### config.mk
export PLATFORM = sky130hd
export DESIGN_NAME = i2c_master_byte_engine_top
export DESIGN_NICKNAME = d
export VERILOG_FILES = /design/src/i2cm_pkg.sv /design/src/i2cm_fifo.sv /design/src/i2cm_front.sv /design/src/i2cm_engine.sv /design/src/i2c_master_byte_engine_top.sv
export SDC_FILE = /design/constraint.sdc
export NUM_CORES = 1
export LEC_CHECK = 0
export BUFFER_PORTS_ARGS = -buffer_cell sky130_fd_sc_hd__buf_2
export CAP_MARGIN = 15
export CORE_ASPECT_RATIO = 1.4
export CORE_MARGIN = 5
export CORE_UTILIZATION = 60
export CTS_CLUSTER_DIAMETER = 100
export DETAILED_ROUTE_END_ITERATION = 12
export PLACE_DENSITY = 0.79
export SLEW_MARGIN = 15
export SYNTH_ARGS = -nofsm -noshare
export SYNTH_HDL_FRONTEND = slang
export SYNTH_SLANG_ARGS = --single-unit
### constraint.sdc
create_clock -name clk_i -period 13.4 [get_ports clk_i]
set_clock_uncertainty 0.1 [all_clocks]
set_input_delay 2.68 -clock clk_i [delete_from_list [all_inputs] [get_ports clk_i]]
set_output_delay 2.68 -clock clk_i [all_outputs]
set_load 0.005 [all_outputs]
### src/i2cm_pkg.sv
package i2cm_pkg;

  // Reset value of the half period register, in clock ticks.
  localparam logic [15:0] HALF_PERIOD_RESET = 16'd500;

  // Default width of the half period counter.
  localparam int WAIT_WIDTH_DEFAULT = 16;

  // Depth of the queues between the channels and the engine.
  localparam int QUEUE_DEPTH = 2;

  // Bit positions within one byte transfer: eight data bits, then the ACK bit.
  localparam logic [3:0] BIT_ACK  = 4'd8;
  localparam logic [3:0] BIT_LAST = 4'd9;

  // Command codes as they arrive on the input channel.
  typedef enum logic [2:0] {
    CMD_NONE  = 3'd0,
    CMD_START = 3'd1,
    CMD_STOP  = 3'd2,
    CMD_WRITE = 3'd3,
    CMD_READ  = 3'd4
  } cmd_e;

  // Command class after decoding; unknown codes become no command.
  typedef enum logic [2:0] {
    KIND_NONE,
    KIND_START,
    KIND_STOP,
    KIND_WRITE,
    KIND_READ
  } kind_e;

  typedef struct packed {
    logic [2:0] cmd;
    logic [7:0] write_data;
    logic       send_ack;
    logic       scl_level;
    logic       sda_level;
  } in_item_t;

  typedef struct packed {
    logic       scl_pull_low;
    logic       sda_pull_low;
    logic       busy_res;
    logic       done_res;
    logic [7:0] read_data;
    logic       ack_received;
  } res_item_t;

  // Decoded item handed from the front end to the engine.
  typedef struct packed {
    kind_e      kind;
    logic [7:0] write_data;
    logic       send_ack;
    logic       scl_level;
    logic       sda_level;
  } fe_item_t;

endpackage

### src/i2cm_fifo.sv
module i2cm_fifo
  import i2cm_pkg::*;
#(
  parameter int Width = 8,
  parameter int Depth = QUEUE_DEPTH
) (
  input  logic             clk_i,
  input  logic             rst_ni,
  input  logic             wr_valid_i,
  input  logic [Width-1:0] wr_data_i,
  output logic             full_o,
  input  logic             rd_ready_i,
  output logic [Width-1:0] rd_data_o,
  output logic             empty_o
);

  localparam int PtrW = (Depth > 1) ? $clog2(Depth) : 1;
  localparam int CntW = $clog2(Depth + 1);

  logic [Width-1:0] mem_q [Depth];
  logic [PtrW-1:0]  wr_ptr_q, wr_ptr_d, rd_ptr_q, rd_ptr_d;
  logic [CntW-1:0]  count_q, count_d;
  logic             do_wr, do_rd;

  assign full_o    = (count_q == CntW'(Depth));
  assign empty_o   = (count_q == '0);
  assign do_wr     = wr_valid_i && !full_o;
  assign do_rd     = rd_ready_i && !empty_o;
  assign rd_data_o = mem_q[rd_ptr_q];

  // Pointer and fill count update.
  always_comb begin
    wr_ptr_d = wr_ptr_q;
    rd_ptr_d = rd_ptr_q;
    count_d  = count_q;
    if (do_wr) begin
      wr_ptr_d = (wr_ptr_q == PtrW'(Depth - 1)) ? '0 : wr_ptr_q + 1'b1;
    end
    if (do_rd) begin
      rd_ptr_d = (rd_ptr_q == PtrW'(Depth - 1)) ? '0 : rd_ptr_q + 1'b1;
    end
    if (do_wr && !do_rd) begin
      count_d = count_q + 1'b1;
    end else if (do_rd && !do_wr) begin
      count_d = count_q - 1'b1;
    end
  end

  always_ff @(posedge clk_i or negedge rst_ni) begin
    if (!rst_ni) begin
      wr_ptr_q <= '0;
      rd_ptr_q <= '0;
      count_q  <= '0;
    end else begin
      wr_ptr_q <= wr_ptr_d;
      rd_ptr_q <= rd_ptr_d;
      count_q  <= count_d;
    end
  end

  // Storage needs no reset.
  always_ff @(posedge clk_i) begin
    if (do_wr) begin
      mem_q[wr_ptr_q] <= wr_data_i;
    end
  end

endmodule

### src/i2cm_front.sv
module i2cm_front
  import i2cm_pkg::*;
(
  input  logic     clk_i,
  input  logic     rst_ni,
  input  logic     push_i,
  input  in_item_t item_i,
  output logic     full_o,
  input  logic     pop_i,
  output fe_item_t item_o,
  output logic     empty_o
);

  fe_item_t                 dec;
  logic [$bits(fe_item_t)-1:0] rd_bits;

  // Classify the command code; codes outside the list carry no command.
  always_comb begin
    dec.write_data = item_i.write_data;
    dec.send_ack   = item_i.send_ack;
    dec.scl_level  = item_i.scl_level;
    dec.sda_level  = item_i.sda_level;
    unique case (item_i.cmd)
      CMD_START: dec.kind = KIND_START;
      CMD_STOP:  dec.kind = KIND_STOP;
      CMD_WRITE: dec.kind = KIND_WRITE;
      CMD_READ:  dec.kind = KIND_READ;
      default:   dec.kind = KIND_NONE;
    endcase
  end

  i2cm_fifo #(
    .Width ($bits(fe_item_t)),
    .Depth (QUEUE_DEPTH)
  ) u_queue (
    .clk_i      (clk_i),
    .rst_ni     (rst_ni),
    .wr_valid_i (push_i),
    .wr_data_i  (dec),
    .full_o     (full_o),
    .rd_ready_i (pop_i),
    .rd_data_o  (rd_bits),
    .empty_o    (empty_o)
  );

  assign item_o = fe_item_t'(rd_bits);

endmodule

### src/i2cm_engine.sv
module i2cm_engine
  import i2cm_pkg::*;
#(
  parameter int WaitWidth = WAIT_WIDTH_DEFAULT
) (
  input  logic        clk_i,
  input  logic        rst_ni,
  input  logic        cfg_valid_i,
  output logic        cfg_ready_o,
  input  logic [15:0] cfg_data_i,
  input  logic        item_valid_i,
  input  fe_item_t    item_i,
  output logic        item_take_o,
  input  logic        res_room_i,
  output logic        res_push_o,
  output res_item_t   res_o
);

  typedef enum logic [4:0] {
    PH_IDLE, PH_ST_RISE, PH_ST_W1, PH_ST_W2, PH_ST_W3, PH_ST_W4,
    PH_SP_W1, PH_SP_RISE, PH_SP_W2, PH_SP_W3,
    PH_WB_LOW, PH_WB_SETUP, PH_WB_RISE, PH_WB_HOLD,
    PH_RB_LOW, PH_RB_RISE, PH_RB_H1, PH_RB_H2, PH_RB_H3
  } phase_e;

  localparam int LimW = (WaitWidth > 16) ? WaitWidth : 16;

  phase_e               phase_q, phase_d;
  logic [3:0]           bit_count_q, bit_count_d;
  logic [7:0]           shift_q, shift_d;
  logic [WaitWidth-1:0] wait_q, wait_d;
  logic                 scl_q, scl_d;
  logic                 sda_q, sda_d;
  logic                 ack_flag_q, ack_flag_d;
  logic                 ack_to_send_q, ack_to_send_d;
  logic [7:0]           kept_read_q, kept_read_d;
  logic                 read_mode_q, read_mode_d;
  logic [15:0]          half_period_q;

  logic                 step, done;
  logic [LimW-1:0]      hp_ext, cap_ext, lim_ext;
  logic [WaitWidth-1:0] lim, wait_inc;
  logic                 tmo;
  logic [3:0]           bc_inc;
  logic                 eb_last, eb_write;

  assign cfg_ready_o = 1'b1;
  assign step        = item_valid_i && res_room_i;
  assign item_take_o = step;
  assign res_push_o  = step;

  // Wait limit: zero counts as one tick, and the count saturates at the counter's top.
  always_comb begin
    hp_ext  = LimW'(half_period_q);
    cap_ext = LimW'({WaitWidth{1'b1}});
    lim_ext = (hp_ext == '0) ? LimW'(1) : hp_ext;
    if (lim_ext > cap_ext) begin
      lim_ext = cap_ext;
    end
    lim = lim_ext[WaitWidth-1:0];
  end

  assign wait_inc = (wait_q < lim) ? wait_q + 1'b1 : wait_q;
  assign tmo      = (wait_inc >= lim);

  // Look-ahead for the end of a bit: next bit index and its direction.
  assign bc_inc   = bit_count_q + 4'd1;
  assign eb_last  = (bc_inc >= BIT_LAST);
  assign eb_write = read_mode_q ? (bc_inc >= BIT_ACK) : (bc_inc < BIT_ACK);

  // Bit sequencer: one tick of the line protocol per accepted item.
  always_comb begin
    phase_d       = phase_q;
    bit_count_d   = bit_count_q;
    shift_d       = shift_q;
    wait_d        = wait_q;
    scl_d         = scl_q;
    sda_d         = sda_q;
    ack_flag_d    = ack_flag_q;
    ack_to_send_d = ack_to_send_q;
    kept_read_d   = kept_read_q;
    read_mode_d   = read_mode_q;
    done          = 1'b0;

    unique case (phase_q)
      PH_IDLE: begin
        unique case (item_i.kind)
          KIND_START: begin
            scl_d   = 1'b0;
            phase_d = PH_ST_RISE;
            wait_d  = '0;
          end
          KIND_STOP: begin
            scl_d   = 1'b1;
            sda_d   = 1'b1;
            phase_d = PH_SP_W1;
            wait_d  = '0;
          end
          KIND_WRITE: begin
            read_mode_d   = 1'b0;
            shift_d       = item_i.write_data;
            ack_to_send_d = item_i.send_ack;
            bit_count_d   = '0;
            scl_d         = 1'b1;
            phase_d       = PH_WB_LOW;
            wait_d        = '0;
          end
          KIND_READ: begin
            read_mode_d   = 1'b1;
            shift_d       = '0;
            ack_to_send_d = item_i.send_ack;
            bit_count_d   = '0;
            scl_d         = 1'b1;
            sda_d         = 1'b0;
            phase_d       = PH_RB_LOW;
            wait_d        = '0;
          end
          default: ;
        endcase
      end
      PH_ST_RISE, PH_SP_RISE, PH_WB_RISE, PH_RB_RISE: begin
        // Released SCL: hold here while a slave stretches the clock.
        if (item_i.scl_level) begin
          wait_d = '0;
          unique case (phase_q)
            PH_ST_RISE: phase_d = PH_ST_W1;
            PH_SP_RISE: phase_d = PH_SP_W2;
            PH_WB_RISE: phase_d = PH_WB_HOLD;
            default:    phase_d = PH_RB_H1;
          endcase
        end
      end
      PH_ST_W1: begin
        wait_d = wait_inc;
        if (tmo) begin
          sda_d = 1'b0; phase_d = PH_ST_W2; wait_d = '0;
        end
      end
      PH_ST_W2: begin
        wait_d = wait_inc;
        if (tmo) begin
          sda_d = 1'b1; phase_d = PH_ST_W3; wait_d = '0;
        end
      end
      PH_ST_W3: begin
        wait_d = wait_inc;
        if (tmo) begin
          scl_d = 1'b1; phase_d = PH_ST_W4; wait_d = '0;
        end
      end
      PH_ST_W4, PH_SP_W3: begin
        wait_d = wait_inc;
        if (tmo) begin
          phase_d = PH_IDLE; wait_d = '0; done = 1'b1;
        end
      end
      PH_SP_W1: begin
        wait_d = wait_inc;
        if (tmo) begin
          scl_d = 1'b0; phase_d = PH_SP_RISE; wait_d = '0;
        end
      end
      PH_SP_W2: begin
        wait_d = wait_inc;
        if (tmo) begin
          sda_d = 1'b0; phase_d = PH_SP_W3; wait_d = '0;
        end
      end
      PH_WB_LOW: begin
        wait_d = wait_inc;
        if (tmo) begin
          // Data bits go out MSB first; the ACK bit drives low for ACK.
          if (bit_count_q < BIT_ACK) begin
            sda_d = !shift_q[3'd7 - bit_count_q[2:0]];
          end else begin
            sda_d = ack_to_send_q;
          end
          phase_d = PH_WB_SETUP;
          wait_d  = '0;
        end
      end
      PH_WB_SETUP, PH_RB_LOW: begin
        wait_d = wait_inc;
        if (tmo) begin
          scl_d   = 1'b0;
          phase_d = (phase_q == PH_WB_SETUP) ? PH_WB_RISE : PH_RB_RISE;
          wait_d  = '0;
        end
      end
      PH_RB_H1: begin
        wait_d = wait_inc;
        if (tmo) begin
          phase_d = PH_RB_H2; wait_d = '0;
        end
      end
      PH_RB_H2: begin
        wait_d = wait_inc;
        if (tmo) begin
          if (read_mode_q) begin
            shift_d = {shift_q[6:0], item_i.sda_level};
          end else begin
            ack_flag_d = !item_i.sda_level;
          end
          phase_d = PH_RB_H3;
          wait_d  = '0;
        end
      end
      PH_WB_HOLD, PH_RB_H3: begin
        wait_d = wait_inc;
        if (tmo) begin
          // End of a bit with SCL driven low: finish the byte or start the next bit.
          scl_d       = 1'b1;
          bit_count_d = bc_inc;
          wait_d      = '0;
          if (eb_last) begin
            if (read_mode_q) begin
              kept_read_d = shift_q;
            end
            phase_d = PH_IDLE;
            done    = 1'b1;
          end else if (eb_write) begin
            phase_d = PH_WB_LOW;
          end else begin
            sda_d   = 1'b0;
            phase_d = PH_RB_LOW;
          end
        end
      end
      default: begin
        phase_d = PH_IDLE;
        wait_d  = '0;
      end
    endcase
  end

  // Result of this tick: the line drives and status after the update.
  always_comb begin
    res_o.scl_pull_low = scl_d;
    res_o.sda_pull_low = sda_d;
    res_o.busy_res     = (phase_d != PH_IDLE);
    res_o.done_res     = done;
    res_o.read_data    = kept_read_d;
    res_o.ack_received = ack_flag_d;
  end

  always_ff @(posedge clk_i or negedge rst_ni) begin
    if (!rst_ni) begin
      phase_q       <= PH_IDLE;
      bit_count_q   <= '0;
      shift_q       <= '0;
      wait_q        <= '0;
      scl_q         <= 1'b0;
      sda_q         <= 1'b0;
      ack_flag_q    <= 1'b0;
      ack_to_send_q <= 1'b0;
      kept_read_q   <= '0;
      read_mode_q   <= 1'b0;
      half_period_q <= HALF_PERIOD_RESET;
    end else begin
      if (cfg_valid_i && cfg_ready_o) begin
        half_period_q <= cfg_data_i;
      end
      if (step) begin
        phase_q       <= phase_d;
        bit_count_q   <= bit_count_d;
        shift_q       <= shift_d;
        wait_q        <= wait_d;
        scl_q         <= scl_d;
        sda_q         <= sda_d;
        ack_flag_q    <= ack_flag_d;
        ack_to_send_q <= ack_to_send_d;
        kept_read_q   <= kept_read_d;
        read_mode_q   <= read_mode_d;
      end
    end
  end

  // The bit index never runs past the ACK bit's successor.
  a_bit_count_range: assert property (@(posedge clk_i) disable iff (!rst_ni)
    bit_count_q <= BIT_LAST)
    else $error("bit counter out of range");

  // Without an accepted item the sequencer does not move.
  a_hold_when_stalled: assert property (@(posedge clk_i) disable iff (!rst_ni)
    !step |=> $stable(phase_q) && $stable(wait_q) && $stable(scl_q) && $stable(sda_q))
    else $error("engine state changed without an item");

  // A START taken in idle releases SCL and waits for it to rise.
  a_start_entry: assert property (@(posedge clk_i) disable iff (!rst_ni)
    step && phase_q == PH_IDLE && item_i.kind == KIND_START
    |=> phase_q == PH_ST_RISE && !scl_q)
    else $error("START not entered correctly");

endmodule

### src/i2c_master_byte_engine_top.sv
// I2C master byte engine.
// Input queue: one item per clock tick of the line protocol, pushed with push while
// full is low. An item carries a command (start, stop, write byte, read byte or none)
// and the sampled SCL and SDA pin levels. Commands that arrive while busy are ignored.
// Result queue: one result per input item, in order, read while empty is low and
// taken with pop. A result gives the SCL/SDA drive-low enables, busy, a done pulse,
// the last read byte and the last received ACK.
// Configuration: one write channel (cfg_valid_i/cfg_ready_o/cfg_data_i) sets the
// half period in ticks; write it only while the engine is idle.
// An accepted item is registered in the input queue; the engine takes it from there and
// its result is registered in the result queue, which drives the result ports. Throughput:
// one item per cycle while the result queue has room.
// Reset clears both queues, releases both lines and sets the half period to 500.
// When the result side stalls, the engine holds and the input queue fills; full
// rises once the input queue holds two items and no result is lost.
module i2c_master_byte_engine_top
  import i2cm_pkg::*;
#(
  parameter int WAIT_WIDTH = WAIT_WIDTH_DEFAULT
) (
  input  logic        clk_i,
  input  logic        rst_ni,
  input  logic        push,
  output logic        full,
  input  in_item_t    item_i,
  output logic        empty,
  input  logic        pop,
  output res_item_t   result_o,
  input  logic        cfg_valid_i,
  output logic        cfg_ready_o,
  input  logic [15:0] cfg_data_i
);

  fe_item_t                     fe_item;
  logic                         fe_empty, fe_take;
  logic                         res_full, res_push;
  res_item_t                    res_item;
  logic [$bits(res_item_t)-1:0] res_bits;

  // Front end: decode and queue incoming ticks.
  i2cm_front u_front (
    .clk_i   (clk_i),
    .rst_ni  (rst_ni),
    .push_i  (push),
    .item_i  (item_i),
    .full_o  (full),
    .pop_i   (fe_take),
    .item_o  (fe_item),
    .empty_o (fe_empty)
  );

  // Back end: the line sequencer.
  i2cm_engine #(
    .WaitWidth (WAIT_WIDTH)
  ) u_engine (
    .clk_i        (clk_i),
    .rst_ni       (rst_ni),
    .cfg_valid_i  (cfg_valid_i),
    .cfg_ready_o  (cfg_ready_o),
    .cfg_data_i   (cfg_data_i),
    .item_valid_i (!fe_empty),
    .item_i       (fe_item),
    .item_take_o  (fe_take),
    .res_room_i   (!res_full),
    .res_push_o   (res_push),
    .res_o        (res_item)
  );

  // Result queue toward the consumer.
  i2cm_fifo #(
    .Width ($bits(res_item_t)),
    .Depth (QUEUE_DEPTH)
  ) u_res_queue (
    .clk_i      (clk_i),
    .rst_ni     (rst_ni),
    .wr_valid_i (res_push),
    .wr_data_i  (res_item),
    .full_o     (res_full),
    .rd_ready_i (pop),
    .rd_data_o  (res_bits),
    .empty_o    (empty)
  );

  assign result_o = res_item_t'(res_bits);

endmodule

After elaboration in Yosys (flattened, before gate mapping)
Memory sizes are Yosys's and may differ from the RTL's.
Index checks and enable logic that the tools add are counted.

storage, ports and cells
  bits in registers = 70
  bits in writable memories = 54
  input port bits = 35
  output and inout bits = 16
  word-level logic and storage cells = 191
  memories = 2

memory list
  name                   words  width  read ports  clocked after Yosys merged registers in  wr ports  line             text
  u_front.u_queue.mem_q  2      14     1           0                                        1         i2cm_fifo.sv:20  logic [Width-1:0] mem_q [Depth];
  u_res_queue.mem_q      2      13     1           0                                        1         i2cm_fifo.sv:20

cells by class
  $add $sub $neg = 11
  magnitude comparators = 8
  equality and inequality tests = 35
  muxes and demuxes = 73
  reductions and logical operators = 45

operators by type and width
  operator                                               number
  2-to-1 mux 16 bit                                      6
  2-to-1 mux 5 bit                                       13
  case mux 5 bit (13 select lines)                       1
  2-to-1 mux 8 bit                                       6
  case mux 16 bit (3 select lines)                       1
  equality test 5 x 4 -> 1 bit, second input constant    8
  case mux 8 bit (2 select lines)                        2
  2-to-1 mux 1 bit                                       25
  equality test 5 x 3 -> 1 bit, second input constant    4
  case mux 5 bit (4 select lines)                        1
  adder 16 x 1 -> 16 bit, second input constant          1
  >= comparator 16 bit                                   1
  greater-than comparator 16 bit, second input constant  1
  logical NOT 16 bit                                     1
  < comparator 16 bit                                    1
  equality test 5 bit, second input constant             3
  case mux 5 bit (3 select lines)                        1
  OR reduction 14 bit                                    1
  equality test 3 x 2 -> 1 bit, second input constant    4
  case mux 3 bit (4 select lines)                        1
  equality test 5 x 2 -> 1 bit, second input constant    2
  logical NOT 1 bit                                      10
  2-to-1 mux 2 bit                                       5
  nonzero test 2 bit                                     5
  32 further kinds                                       68

Logic depth before layout (Yosys ltp)
Gate-level depths: netlist of the first run.

  word-level depth = 10
  mapped depth = 19
  depth with buffers taken out = 17

By module
Synthesis of the first run repeated with hierarchy kept, for this count alone.

unflattened totals
  cells, all modules = 702
  area, all modules = 7254.5 um^2

by module, submodules not included
  module                        times used  cells an instance  area an instance (um^2)  seq. area each (um^2)
  i2cm_engine                   1           575                4788.3                   1559.0
  i2cm_fifo at u_front.u_queue  1           63                 1260.0                   940.9
  i2cm_fifo at u_res_queue      1           59                 1168.6                   880.8
  i2cm_front                    1           3                  30.0                     0.0
  i2c_master_byte_engine_top    1           2                  7.5                      0.0

Worst setup path before layout of the first run
Ideal clock, no wire load.

  kind = register to register
  from = reg u_engine.half_period_q[2]
  to = mem u_res_queue.mem_q[0][8] in the netlist's numbering (data pin)
  library setup time = 262 ps
  arrival time = 4113 ps
  data required time = 13038 ps
  path slack = 8925 ps
  stages on the path, launching flop included = 18
  buffers on the path = 2
  period minus slack after synthesis = 4475 ps
  path through = dfstp_2 inv_1 ha_1 a2111oi_0 nand2_1 a221o_1 nor2_2 buf_2 nand4_1 xnor2_1 ha_1 nand4_2 nor4_4 a31oi_4 a31oi_1 and3b_1 buf_4 mux2_2

RTL lines
  what                    line                text
  start, declared         i2cm_engine.sv:38   logic [15:0] half_period_q;
  start signal, assigned  i2cm_engine.sv:261  half_period_q <= cfg_data_i;
  end, declared           i2cm_fifo.sv:20

==> impl_metrics.py, run 1 <==
metrics = {
    "timing": {
        "whs_ns": 0.393,
        "fmax_ghz": 0.174,
        "relSlewSlack_pct": 28.9,
        "hold_viol_final": 0,
        "fin_crit_sh_pct": 42.8,
        "maxSlewViolCount": 0,
        "setup_violations": 0,
        "fin_setup_tns_ns": 0,
        "fin_ws_ns": 7.66,
        "min_period_ns": 5.74,
        "rsz0062_at_grt": "no",
        "tightestPinTransition_ns": 1.06,
    },
    "die": {
        "io_pins": 51,
        "chipWidth_um": 103,
        "die_h_um": 141,
        "row_count": 47,
        "start_util_pct": 61.6,
        "core_region_area_um2": 11900,
        "die_area_um2": 14500,
    },
    "grt": {
        "grt_use_total_pct": 25.4,
        "grt_pass1_wl_um": 28500,
        "antenna_found_initial": 0,
        "gr-total-overflow": 0,
        "grt_pass1_vias": 5751,
        "grt_max_degree": 71,
    },
    "placement": {
        "io_buffers": 49,
        "place_area_um2": 7580,
        "dp_hpwl_um": 12300,
        "pre_cts_slack_ns": 7.81,
        "place.gp.congestion": 0.932,
    },
    "routing": {
        "num_vias": 5625,
        "routed_wirelength_um": 17500,
        "first_pass_iters": 7,
        "postRouteAntennaNets": 0,
        "avgRoutedWirePerCell_um": 20.0,
        "via_per_inst": 6.41,
        "drt_iter0_drc": 514,
        "route.detailed.drc": 0,
    },
    "critical_path": {
        "crit_start": "u_engine.half_period_q[2]",
        "cp.depth": 16,
        "crit_path_end": "u_res_queue.mem_q[0][8]",
        "rr_worst_depth": 16,
        "crit_arrival_ns": 5.80,
        "worst_path_max_delay_cell": "nor2_2",
        "critical_path.most_common_cell": "ha_1",
        "critPathTopFamily": "simple AND/OR/NAND/NOR gates",
        "startpoint_type": "register",
        "worstPathRequired_ns": 13.46,
        "crit_fanout": 21,
        "cpPeakStageDelay_ns": 0.57,
        "crit_chain": "inv_1 > ha_1 > a2111oi_0 > nand2_1 > a221o_1 > nor2_2 > buf_4 > nand4_1 > xnor2_1 > ha_1 > nand4_2 > nor4_4 > a31oi_4 > a31oi_1 > and3b_1 > mux2_2",
        "r2r-start": "u_engine.half_period_q[2]",
        "cp_num_buf_inv": 2,
        "rrSetupSlack_ns": 7.66,
        "r2r-end": "u_res_queue.mem_q[0][8]",
        "critPathKind": "reg -> reg",
        "cp-end-kind": "register",
    },
    "outcome": {
        "status": "complete, no violations",
    },
    "cts": {
        "cts_root_buffer": "clkbuf_16",
        "path_clk_slew_ns": 0.06,
        "postCtsHoldBufs": 0,
        "numCtsBuffers": 17,
        "htree_levels": 4,
        "cts_tree": "done",
        "cts_num_sinks": 124,
        "clock_tree.buffer_depth": 2,
        "clk_latency_ns": 0.42,
        "cts_setup_buffers": 0,
        "cts_resized": 0,
    },
    "cells_and_area": {
        "drive_gt1_share_pct": 21.5,
        "fin_area_um2": 8230,
        "diodes": 0,
        "nNetsFinal": 789,
        "nFillCells": 874,
        "area_growth_pct": 12.5,
    },
    "power": {
        "combPwrFrac_pct": 34.7,
        "p_int_mw": 1.10,
        "powerDensity_nw_per_um2": 212,
        "ir_worst_vdd_uv": 149,
        "power.share.sequential_pct": 36.3,
        "switching_share_pct": 37.3,
        "p_clk_share_pct": 29.0,
        "p_leak_nw": 3.52,
        "switchingPower_uw": 653,
    },
    "synth": {
        "yosysTopAreaCell": "edfxtp_1",
        "yosysTopAreaCellShare_pct": 22.2,
        "ys_warn_count": 0,
        "synthFlopType": "dfrtp_1",
        "avgSynthCellArea_um2": 10.7,
        "ys_types": 86,
        "seq_area_frac_synth_pct": 46.2,
        "postSynthRegisterBits": 124,
        "synth_area_leaders": "edfxtp_1, dfrtp_1, ha_1",
        "synth-edff-count": 54,
        "synthArstFlopShare_pct": 56.5,
        "syn_area_um2": 7310,
        "syn-num-nets": 757,
        "netlist_instances": 686,
    },
    "worst_hold_path": {
        "hold_path.class": "reg -> reg",
    },
    "run": {
        "cap_violations": 0,
    },
}
flip-flops by register name (all words and copies together) (netlist names), 2 cells and up:
register                 count
u_front.u_queue.mem_q       28
u_engine.half_period_q      16
u_engine.bit_count_q         4
u_engine.wait_q             16
u_res_queue.count_q          2
u_engine.phase_q             5
u_engine.kept_read_q         8
u_front.u_queue.count_q      2
u_res_queue.mem_q           26
u_engine.shift_q             8
cells in the mapped netlist (all sizes together) (5+ instances only):
library cell / instances
nand2: 71
dfrtp: 64
edfxtp: 54
o21ai: 51
mux2: 42
ha: 36
inv: 32
a21oi: 30
nor2: 29
a31oi: 24
xnor2: 24
clkbuf: 22
buf: 18
mux2i: 16
nand3: 13
nand4: 12
a21o: 11
and3: 11
nor4: 11
and2: 8
nor3: 8
o21a: 7
a41oi: 6
dfstp: 6
nand2b: 6
nor2b: 6
o31ai: 5
per-stage QoR:
step / instances / util, % / total power [mW]
after floorplan: 686 / - / 1.06
after global placement: 845 / 63.8 / 1.21
after detailed placement: 846 / 63.8 / 1.24
after CTS: 878 / 69.3 / 1.75
after global routing: 878 / 69.3 / 1.85
final: 878 / 69.3 / 1.75
how the worst min path moves through the flow:
| stage | from | end | cells past startpoint |
|---|---|---|---|
| detailed placement | u_front.u_queue.wr_ptr_q | u_front.u_queue.wr_ptr_q | 1 |
| CTS | u_front.u_queue.wr_ptr_q | u_front.u_queue.wr_ptr_q | 1 |
| global placement | u_res_queue.wr_ptr_q | u_res_queue.wr_ptr_q | 1 |
| finish | u_front.u_queue.wr_ptr_q | u_front.u_queue.wr_ptr_q | 1 |
| floorplan | u_res_queue.wr_ptr_q | u_res_queue.wr_ptr_q | 1 |
| global route | u_front.u_queue.wr_ptr_q | u_front.u_queue.wr_ptr_q | 1 |
power groups by stage:
stage / logic, mW / clock network, mW / registers, mW
final: 0.607 / 0.506 / 0.635
after global routing: 0.668 / 0.534 / 0.647
after global placement: 0.582 / 0 / 0.631
after detailed placement: 0.598 / 0 / 0.637
after floorplan: 0.486 / 0 / 0.572
after CTS: 0.606 / 0.510 / 0.633
layer usage:
metal / share of wire (%) / global-route usage (%) / up-vias
met1: 39 / 29.1 / 2736
met3: 4.9 / 5.34 / 58
met2: 52 / 43.7 / 207
met5: 0 / 0 / -
li1: - / - / 2624
met4: 4.4 / 13.2 / 0
cell usage in the layout (no fill, tap or decap), types with 11 or more instances in the layout:
| cell type | Yosys | layout |
|---|---|---|
| nand2_1 | 69 | 69 |
| dfrtp_1 | 64 | 64 |
| edfxtp_1 | 54 | 54 |
| o21ai_0 | 50 | 50 |
| buf_2 | 10 | 49 |
| ha_1 | 36 | 36 |
| mux2_2 | 34 | 34 |
| inv_1 | 32 | 32 |
| a21oi_1 | 30 | 30 |
| nor2_1 | 27 | 27 |
| xnor2_1 | 24 | 24 |
| a31oi_1 | 23 | 23 |
| clkbuf_16 | 0 | 17 |
| mux2i_1 | 13 | 13 |
| nand3_1 | 12 | 12 |
| nand4_1 | 11 | 11 |
| a21o_1 | 11 | 11 |
| and3_1 | 11 | 11 |
cell families (layout without fill, tap and decap cells):
family,after synthesis,after routing,share of synthesized area (%)
other,1,1,0.0513
DFF,124,124,46.2
xor gates and xnor gates,28,28,3.35
buffers and inverters,72,117,4.24
AOI/OAI and AO/OA,176,176,16.2
adders and majority gates,37,37,6.30
muxes,60,60,10.1
and+or+nand+nor,188,188,13.6
area by class of cell:
| class | instances | area, µm² | area share [%] |
|---|---|---|---|
| Inverter | 32 | 120 | 1.46 |
| Timing Repair Buffer | 53 | 275 | 3.34 |
| Clock inverter | 15 | 223 | 2.71 |
| Sequential cell | 124 | 3380 | 41.1 |
| Multi-Input combinational cell | 490 | 3620 | 44.0 |
| Clock buffer | 17 | 425 | 5.17 |
| Tap cell | 147 | 184 | 2.24 |
Power figures use the tool's default switching activity.
==> inputs of run 2 (changes only) <==
--- a/config.mk
+++ b/config.mk
@@ -9,10 +9,10 @@
 export CAP_MARGIN = 15
 export CORE_ASPECT_RATIO = 1.4
 export CORE_MARGIN = 5
-export CORE_UTILIZATION = 60
+export CORE_UTILIZATION = 55
 export CTS_CLUSTER_DIAMETER = 100
 export DETAILED_ROUTE_END_ITERATION = 12
-export PLACE_DENSITY = 0.79
+export PLACE_DENSITY = 0.77
 export SLEW_MARGIN = 15
 export SYNTH_ARGS = -nofsm -noshare
 export SYNTH_HDL_FRONTEND = slang
==> constraint.sdc (replaced) <==
create_clock -name clk_i -period 4.95 [get_ports clk_i]
set_clock_uncertainty 0.1 [all_clocks]
set_input_delay 0.99 -clock clk_i [delete_from_list [all_inputs] [get_ports clk_i]]
set_output_delay 0.99 -clock clk_i [all_outputs]
set_load 0.005 [all_outputs]
==> impl_metrics.py, run 2 (synthesis results as in run 1) <==
metrics = {
    "routing": {
        "avgRoutedWirePerCell_um": 19.4,
        "num_vias": 5662,
        "postRouteAntennaNets": 0,
        "drt_iter0_drc": 479,
        "via_per_inst": 6.17,
        "route.detailed.drc": 0,
        "routed_wirelength_um": 17800,
        "first_pass_iters": 5,
    },
    "placement": {
        "pre_cts_slack_ns": 0.206,
        "place.gp.congestion": 0.967,
        "dp_hpwl_um": 12700,
        "place_area_um2": 7690,
        "io_buffers": 49,
    },
    "power": {
        "ir_worst_vdd_uv": 359,
        "p_leak_nw": 3.53,
        "powerDensity_nw_per_um2": 554,
        "power_mw": 4.59,
    },
    "die": {
        "row_count": 49,
        "core_region_area_um2": 12900,
        "start_util_pct": 56.5,
        "die_area_um2": 15700,
        "die_h_um": 146,
        "chipWidth_um": 107,
        "io_pins": 51,
    },
    "cells_and_area": {
        "layout_commonest_cell": "nand2_1",
        "fin_area_um2": 8290,
        "mostFrequentLayoutCells": "nand2_1, dfrtp_1, edfxtp_1",
        "diodes": 0,
        "multi_input_area_um2": 3640,
        "final-seq-area_um2": 3380,
        "largest_reg_flops": 28,
        "area_growth_pct": 13.3,
        "nNetsFinal": 797,
        "top_register": "u_front.u_queue.mem_q",
        "nFillCells": 1027,
        "largest_registers": "u_front.u_queue.mem_q (28), u_res_queue.mem_q (26)",
        "drive_gt1_share_pct": 22.7,
    },
    "critical_path": {
        "worstPathRequired_ns": 4.95,
        "crit_chain": "ha_1 > a2111oi_0 > nand2_1 > a221o_1 > nor2_2 > buf_12 > nand3_1 > xnor2_1 > ha_1 > a21oi_1 > o21ai_0 > a2bb2oi_2 > a31oi_1 > buf_4 > a21oi_1 > nor3b_1 > nand4_1",
        "cpPeakStageDelay_ns": 0.47,
        "crit_fanout": 37,
        "cp-end-kind": "register",
        "crit_arrival_ns": 4.66,
        "critPathKind": "reg -> reg",
        "startpoint_type": "register",
        "worst_path_max_delay_cell": "dfrtp_1",
    },
    "timing": {
        "maxSlewViolCount": 0,
        "fin_setup_tns_ns": 0,
        "relSlewSlack_pct": 27.4,
        "hold_viol_final": 0,
        "fin_crit_sh_pct": 94.2,
        "tightestPinTransition_ns": 1.09,
        "fmax_ghz": 0.215,
        "whs_ns": 0.402,
        "fin_ws_ns": 0.289,
        "setup_violations": 0,
        "rsz0062_at_grt": "no",
        "min_period_ns": 4.66,
    },
    "cts": {
        "cts_root_buffer": "clkbuf_16",
        "cts_num_sinks": 124,
        "clock_tree.buffer_depth": 2,
        "numCtsBuffers": 17,
        "path_clk_slew_ns": 0.06,
        "htree_levels": 4,
        "cts_setup_buffers": 0,
        "clk_latency_ns": 0.41,
        "cts_tree": "done",
    },
    "run": {
        "cap_violations": 0,
    },
    "grt": {
        "gr-total-overflow": 0,
        "grt_use_total_pct": 22.9,
        "grt_pass1_vias": 5535,
        "grt_max_degree": 39,
        "grt_pass1_wl_um": 28500,
        "antenna_found_initial": 0,
    },
    "outcome": {
        "status": "complete, no violations",
    },
    "worst_hold_path": {
        "hold_path.class": "reg -> reg",
    },
}
==> run 2: metrics by stage <==
step	utilization, %	std cells
3_3_place_gp	59.5	885
5_1_grt	64.1	917
6_report	64.1	917
4_1_cts	64.0	917
2_1_floorplan	-	686
3_5_place_dp	59.5	885
==> run 2: path summary, 6_finish.rpt <==
kind / startpoint / to / slack [ns] / cells after the start
max in group asynchronous: rst_ni / u_engine.wait_q[3] / 3.17 / 2
setup / recovery: u_engine.wait_q[3] / u_res_queue.mem_q[0][10] / 0.29 / 17
hold / removal: u_front.u_queue.wr_ptr_q / u_front.u_queue.wr_ptr_q / 0.40 / 1
hold reg to reg: u_front.u_queue.wr_ptr_q / u_front.u_queue.wr_ptr_q / 0.40 / 1
min in group asynchronous: rst_ni / u_engine.half_period_q[11] / 0.57 / 1
setup reg to reg: u_engine.wait_q[3] / u_res_queue.mem_q[0][10] / 0.29 / 17
==> run 2: routing by layer <==
layer / up-vias / track usage (%) / share of wire (%)
met2: 229 / 41.5 / 54
met4: 0 / 10.2 / 3.5
li1: 2632 / - / -
met5: - / 0 / 0
met3: 50 / 3.75 / 4.5
met1: 2751 / 26.1 / 37
==> run 2: where the power goes <==
part	leakage, nW	switching (mW)	internal, mW
combinational	1.87	0.957	0.703
sequential	1.38	0.308	1.41
clock	0.278	0.503	0.710
total	3.53	1.77	2.82
==> run 2: timing repair <==
item / 4_1_cts / 5_1_grt
gates resized for setup: 0 / 3
endpoints found under the setup margin: 0 / 25
hold buffers: 0 / 0
==> run 2: area by class of cell <==
class,count,share of cell area [%]
well taps,178,2.69
repair buffers,61,4.20
flip-flops and latches,124,40.8
multi-input cells,490,43.9
clock inverters,15,1.87
inverters,32,1.45
clock buffers,17,5.13
==> run 2: critical path: cells and delay by family (launching register included) <==
family                     cells  cell delay [ns]
and+or+nand+nor                5             0.87
AOI/OAI and AO/OA              7             1.64
xor gates and xnor gates       1             0.24
DFF                            1             0.47
adders and majority gates      2             0.63
buffers and inverters          2             0.39
==> inputs of run 3 (changes only) <==
--- a/config.mk
+++ b/config.mk
@@ -12,7 +12,7 @@
 export CORE_UTILIZATION = 55
 export CTS_CLUSTER_DIAMETER = 100
 export DETAILED_ROUTE_END_ITERATION = 12
-export PLACE_DENSITY = 0.77
+export PLACE_DENSITY_LB_ADDON = 0.2
 export SLEW_MARGIN = 15
 export SYNTH_ARGS = -nofsm -noshare
 export SYNTH_HDL_FRONTEND = slang
==> impl_metrics.py, run 3 (synthesis results as in run 1) <==
metrics = {
    "outcome": {
        "status": "complete, no violations",
    },
    "cts": {
        "cts_num_sinks": 124,
        "htree_levels": 4,
        "clk_latency_ns": 0.41,
        "path_clk_slew_ns": 0.05,
        "clock_tree.buffer_depth": 2,
        "cts_tree": "done",
        "postCtsHoldBufs": 0,
        "cts_resized": 0,
        "cts_setup_buffers": 0,
        "cts_root_buffer": "clkbuf_16",
        "numCtsBuffers": 17,
    },
    "cells_and_area": {
        "fin_area_um2": 8290,
        "largest_registers": "u_front.u_queue.mem_q (28), u_res_queue.mem_q (26)",
        "drive_gt1_share_pct": 22.6,
        "finalNonFillerCells": 916,
        "layout_commonest_cell": "nand2_1",
        "largest_reg_flops": 28,
        "nFillCells": 1061,
        "area_growth_pct": 13.4,
        "mostFrequentLayoutCells": "nand2_1, dfrtp_1, edfxtp_1",
        "nNetsFinal": 796,
        "top_register": "u_front.u_queue.mem_q",
        "diodes": 0,
    },
    "die": {
        "start_util_pct": 56.5,
        "core_region_area_um2": 12900,
        "die_h_um": 146,
        "row_count": 49,
        "die_area_um2": 15700,
        "chipWidth_um": 107,
        "io_pins": 51,
    },
    "routing": {
        "route.detailed.drc": 0,
        "drt_iter0_drc": 408,
        "routed_wirelength_um": 17700,
        "first_pass_iters": 5,
        "via_per_inst": 6.09,
        "postRouteAntennaNets": 0,
        "avgRoutedWirePerCell_um": 19.4,
        "num_vias": 5582,
    },
    "timing": {
        "fin_crit_sh_pct": 95.6,
        "tightestPinTransition_ns": 1.11,
        "hold_viol_final": 0,
        "fin_ws_ns": 0.217,
        "maxSlewViolCount": 0,
        "fmax_ghz": 0.211,
        "relSlewSlack_pct": 25.6,
        "min_period_ns": 4.73,
        "setup_violations": 0,
    },
    "placement": {
        "place_area_um2": 7680,
        "pre_cts_slack_ns": 0.116,
        "io_buffers": 49,
        "dp_hpwl_um": 13200,
        "dp_cells": 884,
        "place.gp.congestion": 0.961,
    },
    "grt": {
        "grt_use_total_pct": 23.6,
        "gr-total-overflow": 0,
        "grt_pass1_vias": 5695,
        "grt_pass1_wl_um": 28800,
        "grt_max_degree": 47,
        "antenna_found_initial": 0,
    },
    "critical_path": {
        "startpoint_type": "register",
        "crit_start": "u_engine.half_period_q[6]",
        "cp-end-kind": "register",
        "crit_chain": "inv_1 > ha_1 > nand4_1 > a2111oi_1 > a221o_1 > nor2_2 > buf_12 > xnor2_1 > ha_1 > nand2b_1 > a2111o_1 > a31oi_4 > a31oi_1 > buf_4 > a21oi_1 > nor3b_1 > nand4_1",
        "cpPeakStageDelay_ns": 0.53,
        "worstPathRequired_ns": 4.96,
        "worst_path_max_delay_cell": "dfstp_2",
        "crit_fanout": 37,
        "critPathTopFamily": "compound AO/OA/AOI/OAI gates",
        "crit_arrival_ns": 4.74,
        "r2r-start": "u_engine.half_period_q[6]",
        "cp_num_buf_inv": 3,
        "critPathKind": "reg -> reg",
    },
    "worst_hold_path": {
        "hold_path.class": "reg -> reg",
        "hp-start": "u_front.u_queue.wr_ptr_q",
    },
    "run": {
        "cap_violations": 0,
    },
    "power": {
        "p_leak_nw": 3.52,
        "ir_worst_vdd_uv": 325,
        "powerDensity_nw_per_um2": 554,
    },
}
run 3: area by class of cell:
cell class                      instances  area [µm²]  area share (%)
Tap cell                              178         223            2.69
Timing Repair Buffer                   60         343            4.13
Multi-Input combinational cell        490        3640            44.0
Clock buffer                           21         472            5.69
Inverter                               32         120            1.45
Clock inverter                         11         109            1.31
Sequential cell                       124        3380            40.8
run 3: power breakdown:
| part | switching [mW] | leakage, nW | internal (mW) |
|---|---|---|---|
| clock network | 0.456 | 0.271 | 0.737 |
| registers | 0.294 | 1.38 | 1.41 |
| logic | 0.982 | 1.86 | 0.717 |
| total | 1.73 | 3.52 | 2.87 |
run 3: path summary, 6_finish.rpt:
path	slack, ns	end	cells after the start
max	0.22	u_res_queue.mem_q[0][10]	17
min	0.40	u_front.u_queue.wr_ptr_q	1
max reg2reg	0.22	u_res_queue.mem_q[0][10]	17
min reg2reg	0.40	u_front.u_queue.wr_ptr_q	1
max in group asynchronous	3.44	u_engine.half_period_q[6]	2
min in group asynchronous	0.48	u_engine.half_period_q[11]	1
run 3: metal layers:
| metal | wire [µm] | global-route usage [%] | vias to the layer above |
|---|---|---|---|
| li1 | - | - | 2624 |
| met1 | 6420 | 24.9 | 2682 |
| met2 | 9500 | 42.1 | 202 |
| met3 | 755 | 4.15 | 74 |
| met4 | 1050 | 15.7 | 0 |
| met5 | 0 | 0 | - |
run 3: metrics by stage:
stage / utilization [%] / power, mW / TNS (ns) / hold WS (ns)
floorplan: - / 2.86 / 0 / 0.360
finish: 64.1 / 4.60 / 0 / 0.399
CTS: 63.9 / 4.61 / 0 / 0.400
global route: 64.1 / 4.87 / -0.0129 / 0.431
global placement: 59.4 / 3.33 / 0 / 0.377
detailed placement: 59.4 / 3.39 / 0 / 0.389
